$ cat src/sv/tcg_pkg.sv
// Shared types, constants and helpers for the text console character grid.
// Used by every module of the block; no dependencies.
package tcg_pkg;

  localparam int unsigned ROWS     = 24;
  localparam int unsigned COLUMNS  = 80;
  localparam int unsigned TAB_STOP = 4;
  localparam int unsigned CELLS    = ROWS * COLUMNS;

  localparam int unsigned ROW_W  = 5;
  localparam int unsigned COL_W  = 7;
  localparam int unsigned ADDR_W = $clog2(CELLS);
  localparam int unsigned TCNT_W = $clog2(TAB_STOP + 1);
  localparam int unsigned QDEPTH = 4;
  localparam int unsigned QPTR_W = $clog2(QDEPTH);

  localparam logic [1:0] OP_PUT    = 2'd0;
  localparam logic [1:0] OP_READ   = 2'd1;
  localparam logic [1:0] OP_EMPTY  = 2'd2;
  localparam logic [1:0] OP_UNUSED = 2'd3;

  localparam logic [7:0] CODE_ZERO    = 8'h00;
  localparam logic [7:0] CODE_BS      = 8'h08;
  localparam logic [7:0] CODE_TAB     = 8'h09;
  localparam logic [7:0] CODE_LF      = 8'h0a;
  localparam logic [7:0] CODE_FF      = 8'h0c;
  localparam logic [7:0] CODE_CR      = 8'h0d;
  localparam logic [7:0] CODE_ESC     = 8'h1b;
  localparam logic [7:0] CODE_SPACE   = 8'h20;
  localparam logic [7:0] CODE_BRACKET = 8'h5b;

  typedef enum logic [3:0] {
    CLS_NOP,
    CLS_ZERO,
    CLS_GLYPH,
    CLS_BRACKET,
    CLS_ESC,
    CLS_LF,
    CLS_CR,
    CLS_BS,
    CLS_FF,
    CLS_TAB,
    CLS_READ,
    CLS_EMPTY
  } cls_e;

  typedef struct packed {
    cls_e              cls;
    logic [7:0]        code;
    logic [ROW_W-1:0]  rrow;
    logic [COL_W-1:0]  rcol;
    logic              last;
  } entry_t;

  // physical cell address of a logical row/column
  function automatic logic [ADDR_W-1:0] cell_addr(input logic [ROW_W-1:0] row,
                                                   input logic [COL_W-1:0] col,
                                                   input logic [ROW_W-1:0] top);
    logic [ROW_W:0]   sum;
    logic [ROW_W-1:0] phys;
    sum = {1'b0, row} + {1'b0, top};
    if (sum >= (ROW_W + 1)'(ROWS)) begin
      sum = sum - (ROW_W + 1)'(ROWS);
    end
    phys = sum[ROW_W-1:0];
    return ADDR_W'(phys) * ADDR_W'(COLUMNS) + ADDR_W'(col);
  endfunction

endpackage

$ cat src/sv/tcg_front.sv
// Front part: accepts input items, classifies them and queues entries.
// An end-of-message put adds a second newline entry. Depends on tcg_pkg.
module tcg_front (
  input  logic                      clk_i,
  input  logic                      rst_ni,
  input  logic                      valid_i,
  output logic                      ready_o,
  input  logic [1:0]                op_i,
  input  logic [7:0]                char_code_i,
  input  logic                      end_of_message_i,
  input  logic [tcg_pkg::ROW_W-1:0] read_row_i,
  input  logic [tcg_pkg::COL_W-1:0] read_column_i,
  input  logic                      back_ready_i,
  output logic                      push_o,
  output tcg_pkg::entry_t           push_data_o,
  input  logic                      q_ready_i
);

  logic          lf_pend_q, lf_pend_d;
  logic          accept;
  tcg_pkg::cls_e cls;

  assign ready_o = !lf_pend_q && q_ready_i && back_ready_i;
  assign accept  = valid_i && ready_o;

  always_comb begin
    unique case (op_i)
      tcg_pkg::OP_PUT: begin
        unique case (char_code_i)
          tcg_pkg::CODE_ZERO:    cls = tcg_pkg::CLS_ZERO;
          tcg_pkg::CODE_LF:      cls = tcg_pkg::CLS_LF;
          tcg_pkg::CODE_CR:      cls = tcg_pkg::CLS_CR;
          tcg_pkg::CODE_BS:      cls = tcg_pkg::CLS_BS;
          tcg_pkg::CODE_FF:      cls = tcg_pkg::CLS_FF;
          tcg_pkg::CODE_TAB:     cls = tcg_pkg::CLS_TAB;
          tcg_pkg::CODE_ESC:     cls = tcg_pkg::CLS_ESC;
          tcg_pkg::CODE_BRACKET: cls = tcg_pkg::CLS_BRACKET;
          default:               cls = tcg_pkg::CLS_GLYPH;
        endcase
      end
      tcg_pkg::OP_READ:  cls = tcg_pkg::CLS_READ;
      tcg_pkg::OP_EMPTY: cls = tcg_pkg::CLS_EMPTY;
      default:           cls = tcg_pkg::CLS_NOP;
    endcase
  end

  always_comb begin
    lf_pend_d   = lf_pend_q;
    push_o      = 1'b0;
    push_data_o = '{cls: cls, code: char_code_i, rrow: read_row_i,
                    rcol: read_column_i, last: 1'b1};
    if (lf_pend_q) begin
      if (q_ready_i) begin
        push_o           = 1'b1;
        push_data_o.cls  = tcg_pkg::CLS_LF;
        push_data_o.code = tcg_pkg::CODE_LF;
        lf_pend_d        = 1'b0;
      end
    end else if (accept) begin
      push_o = 1'b1;
      if (op_i == tcg_pkg::OP_PUT && end_of_message_i) begin
        push_data_o.last = 1'b0;
        lf_pend_d        = 1'b1;
      end
    end
  end

  always_ff @(posedge clk_i or negedge rst_ni) begin
    if (!rst_ni) begin
      lf_pend_q <= 1'b0;
    end else begin
      lf_pend_q <= lf_pend_d;
    end
  end

endmodule

$ cat config.mk
export PLATFORM = sky130hd
export DESIGN_NAME = tcg_front
export DESIGN_NICKNAME = d
export VERILOG_FILES = /design/src/sv/tcg_pkg.sv /design/src/sv/tcg_front.sv
export SDC_FILE = /design/constraint.sdc
export NUM_CORES = 1
export LEC_CHECK = 0
export BUFFER_PORTS_ARGS = -buffer_cell sky130_fd_sc_hd__buf_2
export CAP_MARGIN = 0
export CORE_UTILIZATION = 29
export CTS_CLUSTER_DIAMETER = 200
export DETAILED_ROUTE_END_ITERATION = 7
export GPL_TIMING_DRIVEN = 0
export PLACE_DENSITY_LB_ADDON = 0.15
export SKIP_CTS_REPAIR_TIMING = 1
export SLEW_MARGIN = 5
export SYNTH_ARGS = -nofsm -noshare
export SYNTH_HDL_FRONTEND = slang
export SYNTH_SLANG_ARGS = --single-unit
$ cat constraint.sdc
create_clock -name clk_i -period 1.28 [get_ports clk_i]
set_input_delay 0.128 -clock clk_i [delete_from_list [all_inputs] [get_ports clk_i]]
set_output_delay 0.128 -clock clk_i [all_outputs]
set_load 0.05 [all_outputs]
==> metrics.txt <==
share of cells above drive strength 1 66.1%; # rows 13; most common cell after layout, fill and taps aside buf_2; final WL 1250 um; crit-path max FO 5; I/O Pins 55; largest registers lf_pend_q x1; max reg flops 1; post-synthesis sequential element count 1; antenna viol nets, final 0; Die Ht 41.8 um; DRT iter0 DRCs 6; TNS Setup -212 ps; initial cell density of the core 33.2%; crit start category input pin; Max Clk Rate 704 MHz; initial antenna violation count 0; synthesized cell area 459 um^2; Critical Path Sink push_data_o[21]; Core Util, Final 58.9%; GRT Residual Overflow 0; Core Area 1380 um^2; gr usage total 13.6%; hold slack 390 ps; Area Overhead vs Synth 77.4%; Critical R2R Launch lf_pend_q; Final Slew Violations 0; chip width 41.8 um; Slew @ Worst Pin 364 ps; endpoints failing setup 2; Synth warnings 0; final worst path period need 1420 ps; Critical Path AT 1290 ps; Pwr Total 0.000443 W; final net count 141; peak supply drop 287 uV; Worst Slack Setup Final -140 ps; Reg clk slew, reported paths 0 ps; leakage 0.391 nW; Placed Cells 121; Slew HR 75.5%; routed len/inst 10.1 um; Vias 594; largest net degree at the start of global routing 11; synth unique cells 30; Mapped Cells 68; RSZ-0062 raised after global routing yes; drc violations 0; worst endpoint required time 1150 ps; status complete, but fails checks; first-pass GRT wire length 2060 um; worst-skew pair later-pin latency 0 ps; die area 1750 um^2; Worst setup startpoint char_code_i[4]; end of the worst register-to-register path lf_pend_q; Via density 4.79; failing checks negative setup slack; antenna cells 0; Synth Net Count 98; max cap viols 0; TritonRoute pass-1 iters 2; Hold WC Path Type input pin to flip-flop; power per cell area 544 nW/um^2; hpwl dp 999 um; clock skew 0 ps; synthesized area per cell 6.75 um^2; most frequent cells in the layout buf_2, buf_4, and2_1; CP endpoint kind output pin; Finished Layout Cells 124; Placer Congestion 0.719; Worst R2R Path Depth 4; Setup CP Type input pin to output pin; post-synthesis sequential area ratio 5.45%; fin crit share 111%; R2R setup slack 380 ps; Final Hold Fails 0; IO Port Bufs 38; number of global-route vias before repair 479; largest reg by FF count lf_pend_q
metrics by stage:
step                      setup WS (ps)  area [um^2]
after global placement             -229          696
after floorplan                    -279          487
final                              -140          815
after global routing               -171          815
after detailed placement           -248          696
after CTS                          -260          696
power by group:
group | internal (W) | switching [W] | leakage [nW] | total [W]
sequential | 0.0000329 | 0.000000592 | 0.0139 | 0.0000335
clock | 0 | 0 | 0 | 0
combinational | 0.000143 | 0.000267 | 0.377 | 0.000410
total | 0.000176 | 0.000267 | 0.391 | 0.000443
metal layers:
metal	up-vias	global-route usage, %	wire [um]
met5	-	0	0
met4	0	0	0
met3	0	0.870	115
met2	32	25.6	621
met1	257	17.7	515
li1	305	-	-
final cells by class:
cell class                 instances  area, um^2
buffer                            16         125
inverter                           4        17.5
fill                             130         568
timing repair buffer              42         248
multi-input combinational         46         380
tap                               15        18.8
sequential                         1        25.0
critical path, cell delays in order:
cell      delay [ps]
buf_12           100
or4_4            510
o32a_1           220
o221ai_4         140
buf_6            180
cell families (layout without fill, tap and decap cells):
kind of cell / count (synthesis) / in the layout / synth area share, %
flip-flops: 1 / 1 / 5.45
AO/OA/AOI/OAI: 13 / 13 / 18.5
XOR/XNOR: 2 / 2 / 3.82
buffers and inverters: 21 / 62 / 28.9
AND/OR/NAND/NOR: 28 / 28 / 35.7
adder cells (fa/ha/maj): 3 / 3 / 7.63
synth_stat cells:
cell	instances	share of area, %
nor4_1	2	2.7
a21oi_1	4	4.4
maj3_1	1	2.2
xnor2_1	2	3.8
or4_1	1	1.6
nand2b_1	2	2.7
and3_1	1	1.4
buf_6	1	2.5
o21ai_0	5	5.4
nand2_1	5	4.1
nor2_1	1	0.82
and2_2	1	1.6
clkbuf_1	3	2.5
o21a_1	1	1.6
buf_2	1	1.1
o32a_1	1	2.2
o31ai_1	1	1.6
nor3_1	3	3.3
nand3_1	1	1.1
nand4b_1	1	1.9
dfrtp_1	1	5.4
nand3b_1	2	3.3
nand4_1	1	1.4
nor3b_1	1	1.6
ha_1	2	5.4
and2_1	5	6.8
inv_1	4	3.3
o221ai_2	1	3.3
and2_0	1	1.4
buf_4	12	20
how the worst min path moves through the flow:
| stage | endpoint | cells after the start | start |
|---|---|---|---|
| after global placement | lf_pend_q | 1 | rst_ni |
| after CTS | lf_pend_q | 1 | rst_ni |
| after detailed placement | lf_pend_q | 1 | rst_ni |
| final | lf_pend_q | 2 | q_ready_i |
| after floorplan | lf_pend_q | 0 | rst_ni |
| after global routing | lf_pend_q | 2 | q_ready_i |
Note: power is estimated with default switching activity, not from simulation.
