<file path="src/sv/tcg_pkg.sv">
// Shared types, constants and helpers for the text console character grid.
// Used by every module of the block; no dependencies.
package tcg_pkg;

  localparam int unsigned ROWS     = 24;
  localparam int unsigned COLUMNS  = 80;
  localparam int unsigned TAB_STOP = 4;
  localparam int unsigned CELLS    = ROWS * COLUMNS;

  localparam int unsigned ROW_W  = 5;
  localparam int unsigned COL_W  = 7;
  localparam int unsigned ADDR_W = $clog2(CELLS);
  localparam int unsigned TCNT_W = $clog2(TAB_STOP + 1);
  localparam int unsigned QDEPTH = 4;
  localparam int unsigned QPTR_W = $clog2(QDEPTH);

  localparam logic [1:0] OP_PUT    = 2'd0;
  localparam logic [1:0] OP_READ   = 2'd1;
  localparam logic [1:0] OP_EMPTY  = 2'd2;
  localparam logic [1:0] OP_UNUSED = 2'd3;

  localparam logic [7:0] CODE_ZERO    = 8'h00;
  localparam logic [7:0] CODE_BS      = 8'h08;
  localparam logic [7:0] CODE_TAB     = 8'h09;
  localparam logic [7:0] CODE_LF      = 8'h0a;
  localparam logic [7:0] CODE_FF      = 8'h0c;
  localparam logic [7:0] CODE_CR      = 8'h0d;
  localparam logic [7:0] CODE_ESC     = 8'h1b;
  localparam logic [7:0] CODE_SPACE   = 8'h20;
  localparam logic [7:0] CODE_BRACKET = 8'h5b;

  typedef enum logic [3:0] {
    CLS_NOP,
    CLS_ZERO,
    CLS_GLYPH,
    CLS_BRACKET,
    CLS_ESC,
    CLS_LF,
    CLS_CR,
    CLS_BS,
    CLS_FF,
    CLS_TAB,
    CLS_READ,
    CLS_EMPTY
  } cls_e;

  typedef struct packed {
    cls_e              cls;
    logic [7:0]        code;
    logic [ROW_W-1:0]  rrow;
    logic [COL_W-1:0]  rcol;
    logic              last;
  } entry_t;

  // physical cell address of a logical row/column
  function automatic logic [ADDR_W-1:0] cell_addr(input logic [ROW_W-1:0] row,
                                                   input logic [COL_W-1:0] col,
                                                   input logic [ROW_W-1:0] top);
    logic [ROW_W:0]   sum;
    logic [ROW_W-1:0] phys;
    sum = {1'b0, row} + {1'b0, top};
    if (sum >= (ROW_W + 1)'(ROWS)) begin
      sum = sum - (ROW_W + 1)'(ROWS);
    end
    phys = sum[ROW_W-1:0];
    return ADDR_W'(phys) * ADDR_W'(COLUMNS) + ADDR_W'(col);
  endfunction

endpackage

</file>
<file path="src/sv/tcg_queue.sv">
// Short entry queue between the front and back parts of the console grid.
// Depends on tcg_pkg.
module tcg_queue (
  input  logic            clk_i,
  input  logic            rst_ni,
  input  logic            push_i,
  input  tcg_pkg::entry_t push_data_i,
  output logic            ready_o,
  input  logic            pop_i,
  output logic            valid_o,
  output tcg_pkg::entry_t data_o
);

  tcg_pkg::entry_t                    mem_q [tcg_pkg::QDEPTH];
  logic [tcg_pkg::QPTR_W-1:0]         wptr_q, rptr_q;
  logic [tcg_pkg::QPTR_W:0]           cnt_q;

  assign ready_o = cnt_q != (tcg_pkg::QPTR_W + 1)'(tcg_pkg::QDEPTH);
  assign valid_o = cnt_q != '0;
  assign data_o  = mem_q[rptr_q];

  always_ff @(posedge clk_i) begin
    if (push_i && ready_o) begin
      mem_q[wptr_q] <= push_data_i;
    end
  end

  always_ff @(posedge clk_i or negedge rst_ni) begin
    if (!rst_ni) begin
      wptr_q <= '0;
      rptr_q <= '0;
      cnt_q  <= '0;
    end else begin
      if (push_i && ready_o) begin
        wptr_q <= wptr_q + 1'b1;
      end
      if (pop_i && valid_o) begin
        rptr_q <= rptr_q + 1'b1;
      end
      if ((push_i && ready_o) && !(pop_i && valid_o)) begin
        cnt_q <= cnt_q + 1'b1;
      end else if (!(push_i && ready_o) && (pop_i && valid_o)) begin
        cnt_q <= cnt_q - 1'b1;
      end
    end
  end

endmodule

</file>
<file path="config.mk">
export PLATFORM = sky130hd
export DESIGN_NAME = tcg_queue
export DESIGN_NICKNAME = d
export VERILOG_FILES = /design/src/sv/tcg_pkg.sv /design/src/sv/tcg_queue.sv
export SDC_FILE = /design/constraint.sdc
export NUM_CORES = 1
export LEC_CHECK = 0
export ABC_AREA = 1
export BUFFER_PORTS_ARGS = -buffer_cell sky130_fd_sc_hd__buf_2
export CORE_MARGIN = 5
export CORE_UTILIZATION = 52
export CTS_CLUSTER_SIZE = 16
export DETAILED_ROUTE_END_ITERATION = 16
export PLACE_DENSITY_LB_ADDON = 0.3
export SLEW_MARGIN = 40
export SYNTH_ARGS = -nofsm -noshare
export SYNTH_HDL_FRONTEND = slang
export SYNTH_SLANG_ARGS = --single-unit
</file>
<file path="constraint.sdc">
create_clock -name clk_i -period 2.2 [get_ports clk_i]
set_input_delay 0.22 -clock clk_i [delete_from_list [all_inputs] [get_ports clk_i]]
set_output_delay 0.22 -clock clk_i [all_outputs]
set_load 0.02 [all_outputs]
</file>
==> qor.txt, run 1 <==
Run status = completed
Initial Util = 0.5373
Register area share after synthesis = 0.7127
Max-slew headroom = 0.6269
Min cycle time layout = 1.972 ns
Post_cts resized = 0
Maximum vdd drop = 0.0006519 V
CTS tree = done
Max Clock Skew = 0.01255 ns
Placed cells = 505
Worst Path Arrival = 1.75 ns
Commonest non-fill, non-tap cell in the layout = edfxtp_1
Vias in the first global route = 2,637
GRT Residual Overflow = 0
Crit path required time = 1.98 ns
Syn Nets = 386
CTS Buf Count = 9
Final #Nets = 447
Crit share post-route = 0.8962
IO Port Bufs = 55
Fillers = 667
RSZ-0062 raised after global routing = false
IO Pins = 56
Critical path fanouts, max = 101
Die Height = 102.6 um
Antenna-violating nets left = 0
Hold WC Path Type = primary input to flop
Diode count = 0
Non-filler instance count after layout = 522
Most frequent cells in the layout = edfxtp_1, nand2_1, inv_1
Worst skew pair latency = 0.37 ns
Routed vias = 2,658
CP startpoint = rptr_q[0]
DRT iter0 DRCs = 84
Area of the core = 8299 um^2
Worst r2r dst = cnt_q[2]
Die area = 10,530 um^2
Final Slew Violations = 0
Seq cells post-synth = 107
DR WL/cell = 15.13 um
Setup CP Type = flop to primary output
H-tree level count = 3
CP Launch Type = flop
Largest net degree at the start of global routing = 102
Setup ws final = 0.2284 ns
Layout cell share with drive strength beyond 1 = 0.2134
Initial antenna violation count = 0
Fmax = 507.2 MHz
P&R area growth vs syn = 13.75%
Post-Route WL = 7900 um
Worst reg2reg path depth = 10
Worst-Margin Slew = 0.5589 ns
Syn_area_per_cell = 12.70 um^2
Final setup TNS = 0 ns
Max-cap violations = 0
DR pass1 iterations = 5
Post-Synthesis Cell Area = 4459 um^2
Library cells used by synthesis = 18
Clk sinks = 107
Routability cong. = 0.7204
CP endpoint = data_o[10]
Min Hold Slack = 0.05027 ns
Ys Warns = 0
Post-synthesis cell count = 351
DRC = 0
CP Capture Type = primary output
Worst reg2reg setup slack = 0.37 ns
Pre-CTS setup slack = 0.4017 ns
Final hold vios = 0
Root buffer cell = clkbuf_8
Post-DP HPWL = 4829 um
Reg2reg start = cnt_q[0]
CTS max path bufs = 2
First-pass GRT wire length = 12,700 um
Width of the die = 102.6 um
Clk slew on worst S/H paths = 0.11 ns
Pleak = 2.122 nW
Row cnt = 33
GRT Total Usage = 0.1621
Post-CTS Setup Bufs = 0
Power per cell area = 1334 nW/um^2
Final Power = 6.768 mW
Final setup fails = 0
Vias per inst = 5.092
## cells in the mapped netlist
cell type / number / area (um^2)
buf_2: 3 / 15.01
buf_4: 1 / 7.510
buf_6: 11 / 123.9
clkbuf_1: 1 / 3.750
dfrtp_1: 7 / 175.2
edfxtp_1: 100 / 3003
fa_1: 1 / 20.02
ha_1: 5 / 62.56
inv_1: 64 / 240.2
inv_2: 2 / 7.510
nand2_1: 92 / 345.3
nand3_1: 7 / 35.03
nand4_1: 1 / 6.260
nor2_1: 4 / 15.01
o211ai_1: 48 / 360.4
o211ai_2: 2 / 25.02
o21ai_0: 1 / 5.000
xnor2_1: 1 / 8.760
## area by class of cell
class,instances,area (um^2),share of cell area
repair buffers,66,385.4,0.07597
multi-input cells,162,913.4,0.1801
clock buffers,9,123.9,0.02442
well taps,105,131.4,0.02590
flip-flops and latches,107,3178,0.6265
clock inverters,7,92.59,0.01825
inverters,66,247.7,0.04884
## registers in the layout, indices dropped and copies added, names as in the netlist
signal / flops
cnt_q: 3
mem_q: 100
wptr_q: 2
rptr_q: 2
## how the worst min path moves through the flow
stage | startpoint | end | slack [ns] | depth (start not counted)
3_3_place_gp | rst_ni | cnt_q[0] | 0.07 | 1
4_1_cts | push_data_i[9] | mem_q[0][9] | 0.03 | 1
2_1_floorplan | rst_ni | cnt_q[0] | -0.08 | 0
5_1_grt | push_data_i[2] | mem_q[2][2] | 0.03 | 1
6_report | push_data_i[4] | mem_q[1][4] | 0.05 | 1
3_5_place_dp | rst_ni | rptr_q[0] | 0.07 | 1
## per-stage QoR
step	instance area, um^2	util
after CTS	5072	0.6112
final	5072	0.6112
after global routing	5072	0.6112
after global placement	4846	0.5839
after floorplan	4459	-
after detailed placement	4846	0.5839
## report_power, final
part	internal (mW)	leakage [nW]	total, mW	switching, mW
registers	2.68	1.00	2.81	0.130
clock network	0.556	0.109	1.26	0.706
logic	0.849	1.01	2.69	1.84
## logic make-up after synthesis
| family | share of synthesized area |
|---|---|
| adders and majority gates | 0.01852 |
| and+or+nand+nor | 0.09007 |
| AOI/OAI and AO/OA | 0.08754 |
| buffers and inverters | 0.08923 |
| xor gates and xnor gates | 0.001964 |
| DFF | 0.7127 |
## routing by layer
metal | vias to the layer above | GRT usage | share of wire
met3 | 14 | 0.03789 | 0.053
met4 | 0 | 0.07265 | 0.019
met1 | 1253 | 0.1975 | 0.44
met2 | 69 | 0.2751 | 0.49
met5 | - | 0 | 0
li1 | 1322 | - | -
## critical path: stages (launching register included)
cell and delay, ns:
dfrtp_1 0.41, inv_2 0.08, buf_12 0.30, nand2_1 0.14, o211ai_2 0.09, nand2_1 0.09, buf_2 0.17
## repair_timing
item / CTS / global route
hold endpoints to repair: 7 / 0
hold buffers: 1 / 0
setup endpoints to repair: 0 / 0
(Power assumes the default switching activity.)
==> run 2: changes to the inputs <==
--- a/config.mk
+++ b/config.mk
@@ -5,10 +5,8 @@
 export SDC_FILE = /design/constraint.sdc
 export NUM_CORES = 1
 export LEC_CHECK = 0
-export ABC_AREA = 1
 export BUFFER_PORTS_ARGS = -buffer_cell sky130_fd_sc_hd__buf_2
-export CORE_MARGIN = 5
-export CORE_UTILIZATION = 52
+export CORE_UTILIZATION = 51
 export CTS_CLUSTER_SIZE = 16
 export DETAILED_ROUTE_END_ITERATION = 16
 export PLACE_DENSITY_LB_ADDON = 0.3
==> run 2 against run 1 <==
Synthesized cell count fell by 53%. Register-to-register slack got worse by 0.25 ns. Sequential share of layout area rose by 4.4 points. Die area fell by 21%. First-iteration DRC count rose by 3.6%. Sequential power barely moved. Final cell count fell by 34%. Global-route usage barely moved. Power fell by 8.5%. Routed wire length fell by 22%. Via count fell by 31%. Worst hold slack improved by 0.024 ns. Critical path type is now flop to flop.
==> qor.txt, run 2 <==
Final Power = 6.191 mW (was 6.768 mW)
Clk sinks = 107 (unchanged)
Synth Area in Compound Gates = 0.002770 (was 0.08754)
Post-CTS Setup Bufs = 0 (unchanged)
Power per cell area = 1306 nW/um^2 (was 1334 nW/um^2)
Max Clock Skew = 0.01014 ns (was 0.01255 ns)
CP Capture Type = flop (was primary output)
CTS max path bufs = 2 (unchanged)
Setup CP Type = flop to flop (was flop to primary output)
Multi-input logic area = 814.5 um^2 (was 913.4 um^2)
Final hold vios = 0 (unchanged)
Fmax = 481.6 MHz (was 507.2 MHz)
Worst Path Arrival = 2.35 ns (was 1.75 ns)
Ys async rst share = 0.06542 (unchanged)
Post-synth top area share = 0.7387 (was 0.6734)
Vias per inst = 5.262 (was 5.092)
Final setup TNS = 0 ns (unchanged)
Reg2reg start = cnt_q[1] (was cnt_q[0])
Most used DFF post-synth = edfxtp_1 (unchanged)
Post-Route WL = 6147 um (was 7900 um)
Cell family with most CP delay = simple AND/OR/NAND/NOR gates (was buffers and inverters)
Placed cells = 329 (was 505)
Routability cong. = 0.6618 (was 0.7204)
Register area share after synthesis = 0.7818 (was 0.7127)
WL met2 = 3196 um (was 3877 um)
Fillers = 552 (was 667)
Commonest non-fill, non-tap cell in the layout = edfxtp_1 (unchanged)
Slowest CP cell = dfrtp_1 (unchanged)
Library cells used by synthesis = 19 (was 18)
Most numerous cell in the Yosys netlist = edfxtp_1 (unchanged)
Layout cell share with drive strength beyond 1 = 0.4262 (was 0.2134)
Post-synthesis simple-gate area fraction = 0.01262 (was 0.09007)
Worst-Margin Slew = 0.4045 ns (was 0.5589 ns)
P&R area growth vs syn = 16.59% (was 13.75%)
Final #Nets = 274 (was 447)
Width of the die = 91.28 um (was 102.6 um)
Post-DP HPWL = 4056 um (was 4829 um)
Critical path fanouts, max = 4 (was 101)
WHS Endpoint = mem_q[1][6] (was mem_q[1][4])
Crit share post-route = 0.9439 (was 0.8962)
CP Launch Type = flop (unchanged)
Biggest regs = mem_q x100, cnt_q x3 (unchanged)
Yosys top cell by area = edfxtp_1 (unchanged)
Top cells by count, synth = edfxtp_1, mux4_2, dfrtp_1, mux4_1, ha_1 (was edfxtp_1, nand2_1, inv_1)
Largest family of logic cells by synthesized area = multiplexers (was simple AND/OR/NAND/NOR gates)
DR WL/cell = 17.71 um (was 15.13 um)
Post-Synthesis Cell Area = 4065 um^2 (was 4459 um^2)
Fraction of the mapped netlist area in adder cells = 0.02031 (was 0.01852)
Run status = completed (unchanged)
DRT iter0 DRCs = 87 (was 84)
Synth area leaders = edfxtp_1, mux4_2, mux4_1 (was edfxtp_1, o211ai_1, nand2_1)
Worst Path Buf+Inv = 1 (was 3)
Min cycle time layout = 2.076 ns (was 1.972 ns)
First-pass GRT wire length = 9666 um (was 12,700 um)
Worst skew pair latency = 0.35 ns (was 0.37 ns)
CTS Buf Count = 9 (unchanged)
Critical path cell sequence = or3_4, nand2_1, ha_1, inv_1, fa_1, xor2_1, nor2_1, xor2_1 (was inv_2, buf_12, nand2_1, o211ai_2, nand2_1, buf_2)
Max-slew headroom = 0.7304 (was 0.6269)
Hold Crit Depth = 1 (unchanged)
Final setup fails = 0 (unchanged)
Clk slew on worst S/H paths = 0.09 ns (was 0.11 ns)
Max reg flops = 100 (unchanged)
Initial Util = 0.5261 (was 0.5373)
Vias in the first global route = 1,941 (was 2,637)
Most frequent cells in the layout = edfxtp_1, buf_2, mux4_2 (was edfxtp_1, nand2_1, inv_1)
Worst reg2reg setup slack = 0.12 ns (was 0.37 ns)
Ys Warns = 0 (unchanged)
Register name with the most flops = mem_q (unchanged)
Non-filler instance count after layout = 347 (was 522)
Hold WC Path Type = primary input to flop (unchanged)
Worst reg2reg path depth = 8 (was 10)
H-tree level count = 3 (unchanged)
M1 WL = 2610 um (was 3452 um)
CTS tree = done (unchanged)
Min Hold Slack = 0.07431 ns (was 0.05027 ns)
DR pass1 iterations = 4 (was 5)
Worst r2r dst = cnt_q[2] (unchanged)
Die Height = 91.28 um (was 102.6 um)
Most used cell, CP = xor2_1 (was nand2_1)
Max-cap violations = 0 (unchanged)
Reg area = 3179 um^2 (was 3178 um^2)
RSZ-0062 raised after global routing = false (unchanged)
Routed vias = 1,826 (was 2,658)
Hold Crit Start = push_data_i[6] (was push_data_i[4])
Mux share of post-synthesis cell area = 0.1505 (was 0)
IO Pins = 56 (unchanged)
Pre-CTS setup slack = 0.1240 ns (was 0.4017 ns)
Seq cells post-synth = 107 (unchanged)
Met3 routed WL = 255 um (was 416 um)
Syn_area_per_cell = 24.49 um^2 (was 12.70 um^2)
IO Port Bufs = 55 (unchanged)
Maximum vdd drop = 0.0008808 V (was 0.0006519 V)
Top layer in use = met4 (unchanged)
Initial antenna violation count = 1 (was 0)
Syn Nets = 201 (was 386)
Root buffer cell = clkbuf_8 (unchanged)
Final Slew Violations = 0 (unchanged)
CP peak stage delay = 0.43 ns (was 0.41 ns)
Post-Synth XOR/XNOR Area = 0.01293 (was 0.001964)
Row cnt = 32 (was 33)
GRT Total Usage = 0.1617 (was 0.1621)
Post-synthesis cell count = 166 (was 351)
Pleak = 1.683 nW (was 2.122 nW)
Crit path required time = 2.47 ns (was 1.98 ns)
DRC = 0 (unchanged)
Area of the core = 7727 um^2 (was 8299 um^2)
Die area = 8332 um^2 (was 10,530 um^2)
Post-synth EDFFs = 100 (unchanged)
Setup ws final = 0.1235 ns (was 0.2284 ns)
Antenna-violating nets left = 0 (unchanged)
GRT Residual Overflow = 0 (unchanged)
Largest net degree at the start of global routing = 25 (was 102)
run 2: stage by stage:
stage / utilization / instance area (um^2)
finish: 0.6133 / 4740
global route: 0.6130 / 4737
CTS: 0.6124 / 4732
floorplan: - / 4065
detailed placement: 0.5863 / 4531
global placement: 0.5863 / 4531
run 2: worst max path at each step:
stage / startpoint / end / slack [ns] / depth (start not counted)
6_report: cnt_q[1] / cnt_q[2] / 0.12 / 8
5_1_grt: cnt_q[1] / cnt_q[2] / 0.002 / 8
4_1_cts: cnt_q[1] / cnt_q[2] / 0.09 / 8
3_5_place_dp: cnt_q[1] / cnt_q[2] / 0.12 / 8
3_3_place_gp: cnt_q[1] / cnt_q[2] / 0.18 / 8
2_1_floorplan: cnt_q[1] / cnt_q[2] / 0.11 / 8
run 2: report_power, final:
part	switching (mW)	total [mW]	internal, mW
Combinational	1.23	2.21	0.981
Clock	0.613	1.14	0.523
Sequential	0.140	2.84	2.70
run 2: cells by family (layout without fill, tap and decap cells):
logic type	after synthesis	after routing
flops	107	107
fa+ha+maj	6	6
other cells	0	1
simple gates	10	10
mux	27	27
compound gates	1	1
buf+inv	9	87
xor+xnor	6	6
run 2: timing repair:
action | CTS | global route
resized for setup | 0 | 1
setup endpoints to repair | 0 | 1
hold buffers | 1 | 0
hold endpoints to repair | 7 | 0
run 2: worst register-to-register path: cells and delay by family, from the launching register on:
kind	cells	cell delay [ns]
XOR/XNOR	2	0.31
adder cells (fa/ha/maj)	2	0.57
buffers and inverters	1	0.06
flip-flops	1	0.43
AND/OR/NAND/NOR	3	0.63
run 2: layout make-up:
cell class | instances | area share
Clock inverter | 7 | 0.01426
Antenna cell | 1 | 0.0005280
Timing Repair Buffer | 68 | 0.08712
Tap cell | 102 | 0.02693
Inverter | 3 | 0.002376
Multi-Input combinational cell | 50 | 0.1719
Clock buffer | 9 | 0.02614
Sequential cell | 107 | 0.6708
run 2: metal layers:
metal  vias up  global-route usage
met2        42              0.2702
met3         8             0.04188
met1       942              0.2002
met4         0             0.07143
li1        834                   -
met5         -                   0
